### config.mk
export PLATFORM = sky130hd
export DESIGN_NAME = midi_clock_tempo_tracker_top
export DESIGN_NICKNAME = d
export VERILOG_FILES = /design/src/hdl/mctt_pkg.sv /design/src/hdl/mctt_div.sv /design/src/hdl/midi_clock_tempo_tracker_top.sv
export SDC_FILE = /design/constraint.sdc
export NUM_CORES = 2
export LEC_CHECK = 0
export BUFFER_PORTS_ARGS = -buffer_cell sky130_fd_sc_hd__clkbuf_2
export CORE_ASPECT_RATIO = 0.75
export CORE_UTILIZATION = 59
export DETAILED_ROUTE_END_ITERATION = 7
export PLACE_DENSITY = 0.84
export SYNTH_ARGS = -nofsm -noshare
export SYNTH_HDL_FRONTEND = slang
export SYNTH_SLANG_ARGS = --single-unit
### constraint.sdc
create_clock -name clk -period 8.05 [get_ports clk]
set_input_delay 0 -clock clk [delete_from_list [all_inputs] [get_ports clk]]
set_output_delay 0 -clock clk [all_outputs]
set_load 0.02 [all_outputs]
### src/hdl/mctt_pkg.sv
// Shared types and constants for the MIDI clock tempo tracker.
// No dependencies; used by mctt_div and the top level.
package mctt_pkg;

    localparam int DIV_NUM_W = 50;
    localparam int DIV_DEN_W = 42;

    typedef struct packed {
        logic busy;
        logic done;
    } div_stat_t;

    localparam int unsigned TICKS_PER_QUARTER = 24;

    localparam logic [1:0] MODE_STOPPED = 2'd0;
    localparam logic [1:0] MODE_SYNCING = 2'd1;
    localparam logic [1:0] MODE_RUNNING = 2'd2;

    localparam logic [9:0]  BPM_MAX   = 10'd1023;
    localparam logic [41:0] BPM_NUM2  = 42'd1280000000000;
    localparam logic [27:0] GAIN_NUM  = 28'd143360000;
    localparam logic [27:0] GAIN_BASE = 28'd2560;
    localparam logic [47:0] OFF_MUL   = 48'd15000000000;
    localparam logic [4:0]  CHANGE_LIMIT = 5'd24;

endpackage

### src/hdl/mctt_div.sv
// Restoring unsigned divider, one quotient bit per cycle.
// Depends on mctt_pkg for widths and the status struct.
module mctt_div (
    input  logic                            clk,
    input  logic                            rst_n,
    input  logic                            start,
    input  logic [mctt_pkg::DIV_NUM_W-1:0]  num,
    input  logic [mctt_pkg::DIV_DEN_W-1:0]  den,
    output logic [mctt_pkg::DIV_NUM_W-1:0]  quo,
    output mctt_pkg::div_stat_t             stat
);

    localparam int NW = mctt_pkg::DIV_NUM_W;
    localparam int DW = mctt_pkg::DIV_DEN_W;
    localparam int CW = $clog2(NW + 1);

    logic [NW-1:0] shf_reg;
    logic [DW-1:0] rem_reg;
    logic [DW-1:0] den_hold_reg;
    logic [CW-1:0] cnt_reg;
    logic          busy_reg;
    logic          done_reg;
    logic [DW:0]   trial;
    logic          qbit;

    always_comb
    begin
        trial = {rem_reg, shf_reg[NW-1]};
        qbit  = (trial >= {1'b0, den_hold_reg});
    end

    always_ff @(posedge clk or negedge rst_n)
    begin
        if (!rst_n)
        begin
            busy_reg <= 1'b0;
            done_reg <= 1'b0;
            cnt_reg  <= '0;
        end
        else
        begin
            done_reg <= 1'b0;
            if (start)
            begin
                busy_reg <= 1'b1;
                cnt_reg  <= CW'(NW);
            end
            else if (busy_reg)
            begin
                cnt_reg <= cnt_reg - 1'b1;
                if (cnt_reg == CW'(1))
                begin
                    busy_reg <= 1'b0;
                    done_reg <= 1'b1;
                end
            end
        end
    end

    always_ff @(posedge clk)
    begin
        if (start)
        begin
            shf_reg      <= num;
            rem_reg      <= '0;
            den_hold_reg <= den;
        end
        else if (busy_reg)
        begin
            // shift one numerator bit in, subtract when it fits
            rem_reg <= qbit ? DW'(trial - {1'b0, den_hold_reg}) : trial[DW-1:0];
            shf_reg <= {shf_reg[NW-2:0], qbit};
        end
    end

    assign quo       = shf_reg;
    assign stat.busy = busy_reg;
    assign stat.done = done_reg;

endmodule

### src/hdl/midi_clock_tempo_tracker_top.sv
// MIDI clock tempo tracker, top level.
// Depends on mctt_pkg and mctt_div.
//
// Takes one beat at a time: in_stall is high from acceptance until the result is
// loaded into the output register. A song-position beat goes straight to the output
// stage. A sync tick does the same when the tempo is zero, else it first runs a serial
// multiply and an offset division. A clock tick runs through the shared bit-serial
// divider: a tempo division unless the filtered interval is zero, and an inlier adds
// two more divisions before it. Each division costs one cycle per quotient bit of
// the 50-bit divider.
module midi_clock_tempo_tracker_top #(
    parameter int TIME_BITS = 48
) (
    input  logic        clk,
    input  logic        rst_n,
    input  logic        in_valid,
    output logic        in_stall,
    input  logic        req_type,
    input  logic [47:0] timestamp_ns,
    input  logic [13:0] song_position,
    output logic        out_valid,
    input  logic        out_stall,
    output logic [9:0]  bpm_estimate,
    output logic [9:0]  committed_tempo,
    output logic [47:0] reference_time_ns,
    output logic        reference_updated,
    output logic [31:0] clock_count,
    output logic        quarter_note
);

    localparam int TW = TIME_BITS;
    localparam int NW = mctt_pkg::DIV_NUM_W;
    localparam int DW = mctt_pkg::DIV_DEN_W;

    localparam logic [3:0] S_IDLE   = 4'd0;
    localparam logic [3:0] S_DIFF   = 4'd1;
    localparam logic [3:0] S_CMP    = 4'd2;
    localparam logic [3:0] S_OUTL   = 4'd3;
    localparam logic [3:0] S_GAIN   = 4'd4;
    localparam logic [3:0] S_STEPS  = 4'd5;
    localparam logic [3:0] S_STEPW  = 4'd6;
    localparam logic [3:0] S_BPM    = 4'd7;
    localparam logic [3:0] S_BPMW   = 4'd8;
    localparam logic [3:0] S_COMMIT = 4'd9;
    localparam logic [3:0] S_MUL    = 4'd10;
    localparam logic [3:0] S_OFFS   = 4'd11;
    localparam logic [3:0] S_OFFW   = 4'd12;
    localparam logic [3:0] S_FINISH = 4'd13;

    logic [3:0]    state_reg;
    logic [1:0]    mode_reg;
    logic [TW-1:0] last_reg;
    logic [TW-1:0] ts_reg;
    logic [39:0]   filt_reg;
    logic [4:0]    score_reg;
    logic [9:0]    tempo_reg;
    logic [9:0]    held_reg;
    logic [4:0]    chg_reg;
    logic [31:0]   cc_reg;
    logic [4:0]    qmod_reg;
    logic [13:0]   spos_reg;
    logic [47:0]   ref_reg;
    logic          upd_reg;
    logic [31:0]   raw_reg;
    logic [39:0]   diff_reg;
    logic          dir_reg;
    logic [27:0]   gain_reg;
    logic [47:0]   macc_reg;
    logic [47:0]   mcand_reg;
    logic [13:0]   mplr_reg;
    logic [3:0]    mcnt_reg;

    logic          out_valid_reg;
    logic [9:0]    o_bpm_reg;
    logic [9:0]    o_held_reg;
    logic [47:0]   o_ref_reg;
    logic          o_upd_reg;
    logic [31:0]   o_cc_reg;
    logic          o_qn_reg;

    logic                 div_start;
    logic [NW-1:0]        div_num;
    logic [DW-1:0]        div_den;
    logic [NW-1:0]        div_quo;
    mctt_pkg::div_stat_t  div_stat;

    logic [63:0]   t64;
    logic [TW-1:0] t_w;
    logic [TW-1:0] dt;
    logic [63:0]   dt64;
    logic [31:0]   raw_sat;
    logic [39:0]   r40;
    logic [42:0]   diff5;
    logic          inlier;
    logic [63:0]   ts64;
    logic [63:0]   off64;
    logic          accept;
    logic          load_out;
    logic [4:0]    score_up;
    logic [31:0]   pos32;

    mctt_div u_div (
        .clk   (clk),
        .rst_n (rst_n),
        .start (div_start),
        .num   (div_num),
        .den   (div_den),
        .quo   (div_quo),
        .stat  (div_stat)
    );

    always_comb
    begin
        t64     = {16'b0, timestamp_ns};
        t_w     = t64[TW-1:0];
        dt      = t_w - last_reg;
        dt64    = 64'(dt);
        raw_sat = (|dt64[63:32]) ? 32'hFFFF_FFFF : dt64[31:0];
        r40     = {raw_reg, 8'b0};
        diff5   = {1'b0, diff_reg, 2'b0} + {3'b0, diff_reg};
        inlier  = (raw_reg != 32'd0) && (diff5 < {3'b0, filt_reg});
        ts64    = 64'(ts_reg);
        off64   = 64'(div_quo);
        accept  = in_valid && (state_reg == S_IDLE);
        load_out = (state_reg == S_FINISH) && (!out_valid_reg || !out_stall);
        score_up = score_reg + 5'd10;
        pos32   = 32'(song_position);
    end

    always_comb
    begin
        div_start = 1'b0;
        div_num   = '0;
        div_den   = '0;
        unique case (state_reg)
            S_CMP:
            begin
                div_start = inlier;
                div_num   = NW'(mctt_pkg::GAIN_NUM);
                div_den   = DW'(raw_reg);
            end
            S_STEPS:
            begin
                div_start = 1'b1;
                div_num   = NW'({diff_reg, 8'b0});
                div_den   = DW'(gain_reg);
            end
            S_BPM:
            begin
                div_start = (filt_reg != 40'd0);
                div_num   = NW'(mctt_pkg::BPM_NUM2) + NW'(filt_reg);
                div_den   = DW'({filt_reg, 1'b0});
            end
            S_OFFS:
            begin
                div_start = 1'b1;
                div_num   = NW'({macc_reg, 1'b0}) + NW'(tempo_reg);
                div_den   = DW'({tempo_reg, 1'b0});
            end
            default:
            begin
                div_start = 1'b0;
            end
        endcase
    end

    always_ff @(posedge clk or negedge rst_n)
    begin
        if (!rst_n)
        begin
            state_reg <= S_IDLE;
            mode_reg  <= mctt_pkg::MODE_STOPPED;
            last_reg  <= '0;
            filt_reg  <= '0;
            score_reg <= '0;
            tempo_reg <= '0;
            held_reg  <= '0;
            chg_reg   <= '0;
            cc_reg    <= '0;
            qmod_reg  <= '0;
            spos_reg  <= '0;
            ref_reg   <= '0;
            upd_reg   <= 1'b0;
            mcnt_reg  <= '0;
            out_valid_reg <= 1'b0;
        end
        else
        begin
            if (load_out)
                out_valid_reg <= 1'b1;
            else if (!out_stall)
                out_valid_reg <= 1'b0;

            unique case (state_reg)
                S_IDLE:
                begin
                    if (accept)
                    begin
                        if (req_type)
                        begin
                            mode_reg  <= mctt_pkg::MODE_SYNCING;
                            spos_reg  <= song_position;
                            cc_reg    <= (pos32 << 2) + (pos32 << 1);
                            qmod_reg  <= 5'(song_position[1:0]) * 5'd6;
                            upd_reg   <= 1'b0;
                            state_reg <= S_FINISH;
                        end
                        else if (mode_reg == mctt_pkg::MODE_SYNCING)
                        begin
                            if (tempo_reg == 10'd0)
                            begin
                                ref_reg   <= '0;
                                last_reg  <= t_w;
                                mode_reg  <= mctt_pkg::MODE_RUNNING;
                                upd_reg   <= 1'b1;
                                state_reg <= S_FINISH;
                            end
                            else
                            begin
                                mcnt_reg  <= 4'd14;
                                state_reg <= S_MUL;
                            end
                        end
                        else
                        begin
                            cc_reg <= cc_reg + 32'd1;
                            // counter wraps at 2^32, which is not a multiple of 24
                            if (cc_reg == 32'hFFFF_FFFF)
                                qmod_reg <= '0;
                            else if (qmod_reg == 5'(mctt_pkg::TICKS_PER_QUARTER - 1))
                                qmod_reg <= '0;
                            else
                                qmod_reg <= qmod_reg + 5'd1;
                            last_reg  <= t_w;
                            upd_reg   <= 1'b0;
                            state_reg <= S_DIFF;
                        end
                    end
                end
                S_DIFF:
                begin
                    state_reg <= S_CMP;
                end
                S_CMP:
                begin
                    state_reg <= inlier ? S_GAIN : S_OUTL;
                end
                S_OUTL:
                begin
                    // too many net outliers: snap the filter to the raw interval
                    if (score_up > 5'd20)
                    begin
                        filt_reg  <= r40;
                        score_reg <= '0;
                    end
                    else
                        score_reg <= score_up;
                    state_reg <= S_BPM;
                end
                S_GAIN:
                begin
                    if (div_stat.done)
                        state_reg <= S_STEPS;
                end
                S_STEPS:
                begin
                    state_reg <= S_STEPW;
                end
                S_STEPW:
                begin
                    if (div_stat.done)
                    begin
                        filt_reg <= dir_reg ? filt_reg + div_quo[39:0]
                                            : filt_reg - div_quo[39:0];
                        if (score_reg != 5'd0)
                            score_reg <= score_reg - 5'd1;
                        state_reg <= S_BPM;
                    end
                end
                S_BPM:
                begin
                    if (filt_reg == 40'd0)
                    begin
                        tempo_reg <= mctt_pkg::BPM_MAX;
                        state_reg <= S_COMMIT;
                    end
                    else
                        state_reg <= S_BPMW;
                end
                S_BPMW:
                begin
                    if (div_stat.done)
                    begin
                        tempo_reg <= (|div_quo[NW-1:10]) ? mctt_pkg::BPM_MAX : div_quo[9:0];
                        state_reg <= S_COMMIT;
                    end
                end
                S_COMMIT:
                begin
                    if (held_reg != tempo_reg)
                    begin
                        if (chg_reg >= mctt_pkg::CHANGE_LIMIT)
                        begin
                            held_reg <= tempo_reg;
                            chg_reg  <= '0;
                        end
                        else
                            chg_reg <= chg_reg + 5'd1;
                    end
                    state_reg <= S_FINISH;
                end
                S_MUL:
                begin
                    mcnt_reg <= mcnt_reg - 4'd1;
                    if (mcnt_reg == 4'd1)
                        state_reg <= S_OFFS;
                end
                S_OFFS:
                begin
                    state_reg <= S_OFFW;
                end
                S_OFFW:
                begin
                    if (div_stat.done)
                    begin
                        ref_reg   <= (ts64 > off64) ? 48'(ts64 - off64) : 48'd0;
                        last_reg  <= ts_reg;
                        mode_reg  <= mctt_pkg::MODE_RUNNING;
                        upd_reg   <= 1'b1;
                        state_reg <= S_FINISH;
                    end
                end
                S_FINISH:
                begin
                    if (load_out)
                        state_reg <= S_IDLE;
                end
                default:
                begin
                    state_reg <= S_IDLE;
                end
            endcase
        end
    end

    // datapath registers without reset
    always_ff @(posedge clk)
    begin
        if (accept)
        begin
            ts_reg    <= t_w;
            raw_reg   <= raw_sat;
            macc_reg  <= '0;
            mcand_reg <= mctt_pkg::OFF_MUL;
            mplr_reg  <= spos_reg;
        end
        if (state_reg == S_DIFF)
        begin
            dir_reg  <= (r40 > filt_reg);
            diff_reg <= (r40 > filt_reg) ? r40 - filt_reg : filt_reg - r40;
        end
        if (state_reg == S_GAIN && div_stat.done)
            gain_reg <= mctt_pkg::GAIN_BASE + div_quo[27:0];
        if (state_reg == S_MUL)
        begin
            // one multiplier bit per cycle
            if (mplr_reg[0])
                macc_reg <= macc_reg + mcand_reg;
            mcand_reg <= {mcand_reg[46:0], 1'b0};
            mplr_reg  <= {1'b0, mplr_reg[13:1]};
        end
        if (load_out)
        begin
            o_bpm_reg  <= tempo_reg;
            o_held_reg <= held_reg;
            o_ref_reg  <= ref_reg;
            o_upd_reg  <= upd_reg;
            o_cc_reg   <= cc_reg;
            o_qn_reg   <= (qmod_reg == 5'd0);
        end
    end

    assign in_stall          = (state_reg != S_IDLE);
    assign out_valid         = out_valid_reg;
    assign bpm_estimate      = o_bpm_reg;
    assign committed_tempo   = o_held_reg;
    assign reference_time_ns = o_ref_reg;
    assign reference_updated = o_upd_reg;
    assign clock_count       = o_cc_reg;
    assign quarter_note      = o_qn_reg;

endmodule

==> impl_metrics.ini <==
[die]
dieHeight_um = 254
rows = 92
start_util_pct = 59.5
die_x_um = 338
fp.coreArea_um2 = 83900
ios = 171
die-area_um2 = 85800

[power_and_ir_drop]
p_int_mw = 12.1
power_density_nw_per_um2 = 408
p_switching_mw = 10.3
swShare_pct = 46.0
pwr-share-comb_pct = 55.1
max-vdd-ir-drop_v = 0.000253
p_leak_nw = 23.3
clkPwrFrac_pct = 17.3
seqPwrFrac_pct = 27.6

[detailed_routing]
firstDrtPassIters = 8
via_per_inst = 6.65
dr_total_vias = 44225
routed_wl_um = 170000
drtIter0Drc = 6266
wl_per_cell_um = 25.5
antenna_left = 0
drc = 17

[cts]
cts_tree = built
cts_buffers = 78
path_clk_slew_ps = 70
clock_sinks = 722
insertion_delay_ps = 680
cts-root-buf = clkbuf_16
cts_max_level = 3
clk_path_buf_depth = 3

[global_route]
antenna_found_initial = 9
grt-ovfl-total = 0
grt_pass1_wl_um = 252000
grt_usage_pct = 38.8
grt_pass1_vias = 40498
grt_max_degree = 102

[placed_design]
io_buffers = 170
dp_cells = 6431
dp_hpwl_um = 127000
place_congestion = 1.06

[timing]
slew_viol_final = 0
worst_pin_slew_ps = 1360
rsz0062_at_grt = no
finalSetupTns_ps = 0
fin_crit_ps = 7670
setup_viol = 0
fin_skew_ps = 41.4
period_share_pct = 95.2
clock.fmax_mhz = 130
maxSlewHeadroom_pct = 8.21
hold_viol = 0

[worst_setup_path]
regToRegSetupSlack_ps = 380
cp.required_ps = 8550
worstReg2RegEnd = u_div.quo[0]
reg2reg_from = diff_reg[3]
crit_type = reg -> reg
cp-end-kind = register
cp-start-kind = register
crit_fanout = 101
r2r_cells = 24
cp.arrival_ps = 8170
critPathLaunch = diff_reg[3]
critPathCapture = u_div.quo[0]

[finish]
fin_nets = 5928
finish.utilization_pct = 65.7
instances_no_fill = 6655
num-fill-cells = 6597
area_delta_synth_final_pct = 10.4
largest_reg_flops = 50
layout-drive-gt1-share_pct = 9.27

[synth]
synth_top_area_cell = edfxtp_1
yosysMostFrequentCell = a21oi_1
synth-edff-count = 403
syn_avg_cell_area_um2 = 9.43
synth_area_leaders = edfxtp_1, dfrtp_1, ha_1
ys_ff_latch = 722
synthFlopType = edfxtp_1
synth_nets = 5771
synthArstFlopShare_pct = 32.8
synth_area_um2 = 50000
ys.warnings.count = 0
syn_inst = 5299
ys_types = 106
synth_top_area_share_pct = 24.2
synth_commonest_cells = a21oi_1, nand2_1, edfxtp_1
ys_seq_area_share_pct = 39.4

[hold_path]
holdCritPathClass = in -> reg

[status]
status = finished, violations left
failed_checks = DRC

[job]
cap_violations = 0
-- per-layer routing --
metal | track usage (%) | routed length [um] | up-vias | part of all wire [%]
li1 | - | - | 19868 | -
met1 | 55.9 | 71500 | 21192 | 42
met2 | 54.0 | 68300 | 2754 | 40
met3 | 13.0 | 23600 | 397 | 14
met4 | 12.9 | 5910 | 14 | 3.5
met5 | 1.04 | 229 | - | 0.14
-- critical path, stage by stage, from the launching register on --
cell      delay [ps]
edfxtp_1         470
ha_1             350
a211oi_1         340
nor2_1           120
a211o_1          340
o41ai_1          450
o22ai_1          270
a31o_2           330
a221o_1          380
a31oi_1          340
o21a_1           290
xnor2_1          150
ha_1             250
and3_1           180
nand3_1          100
or4_1            160
or4b_1           140
a311o_1          140
o211ai_1         100
nor4_1           360
o41ai_2          180
nor4b_4          740
or2_4            480
buf_12           450
mux2i_1          310
-- final cells by class --
type / count / area (um^2) / area share, %
Clock inverter: 50 / 634 / 1.15
Clock buffer: 96 / 2080 / 3.77
Sequential cell: 722 / 19700 / 35.7
Multi-Input combinational cell: 4009 / 28000 / 50.8
Antenna cell: 5 / 12.5 / 0.0227
Tap cell: 1128 / 1410 / 2.56
Timing Repair Buffer: 297 / 2020 / 3.66
Inverter: 348 / 1310 / 2.37
-- how the worst min path moves through the flow --
stage                          start            to  slack, ps  cells past startpoint
floorplan                      rst_n     cc_reg[0]       -300                      0
global placement               rst_n  last_reg[41]        -50                      1
detailed placement             rst_n  last_reg[41]        -50                      1
CTS                 timestamp_ns[21]    ts_reg[21]         80                      2
global route        timestamp_ns[21]    ts_reg[21]        100                      2
finish              timestamp_ns[19]    ts_reg[19]        100                      2
-- kinds of logic after synthesis --
kind of cell             synth area share, %
multiplexers                            2.47
AO/OA/AOI/OAI                           21.8
XOR/XNOR                                7.01
adder cells (fa/ha/maj)                 10.3
buffers and inverters                   4.78
flip-flops                              39.4
AND/OR/NAND/NOR                         14.3
-- repair_timing --
| item | in CTS | in global routing |
|---|---|---|
| hold buffers | 69 | 0 |
| buffers inserted | 0 | 3 |
| gates resized for setup | 0 | 1 |
| endpoints found under the hold margin | 306 | 0 |
| endpoints found under the setup margin | 0 | 151 |
-- stage by stage --
stage	instance area (um^2)	power, mW	worst slack (ps)	hold slack [ps]
finish	55200	22.5	383	95.6
CTS	55100	22.0	91.8	81.6
global route	55100	23.7	135	99.8
floorplan	50000	14.9	1560	-296
global placement	51700	17.8	410	-51.7
detailed placement	51700	18.1	161	-50.4
-- power by group through the flow --
stage	clock network, mW	logic [mW]	registers, mW
2_1_floorplan	0	8.95	5.91
3_3_place_gp	0	11.6	6.16
3_5_place_dp	0	11.9	6.19
4_1_cts	3.89	12.0	6.14
5_1_grt	4.02	13.4	6.28
6_report	3.88	12.4	6.20
-- placed cells by master (no fill, tap or decap), types with 125 or more instances in the layout --
cell	netlist	layout
a21o_1	190	190
nor2_1	340	332
xor2_1	125	125
inv_1	345	344
edfxtp_1	403	403
nand2_1	414	413
clkbuf_2	0	169
xnor2_1	275	275
ha_1	396	396
dfrtp_1	237	236
o21ai_0	322	322
a21oi_1	429	427
Power figures use the tool's default switching activity.
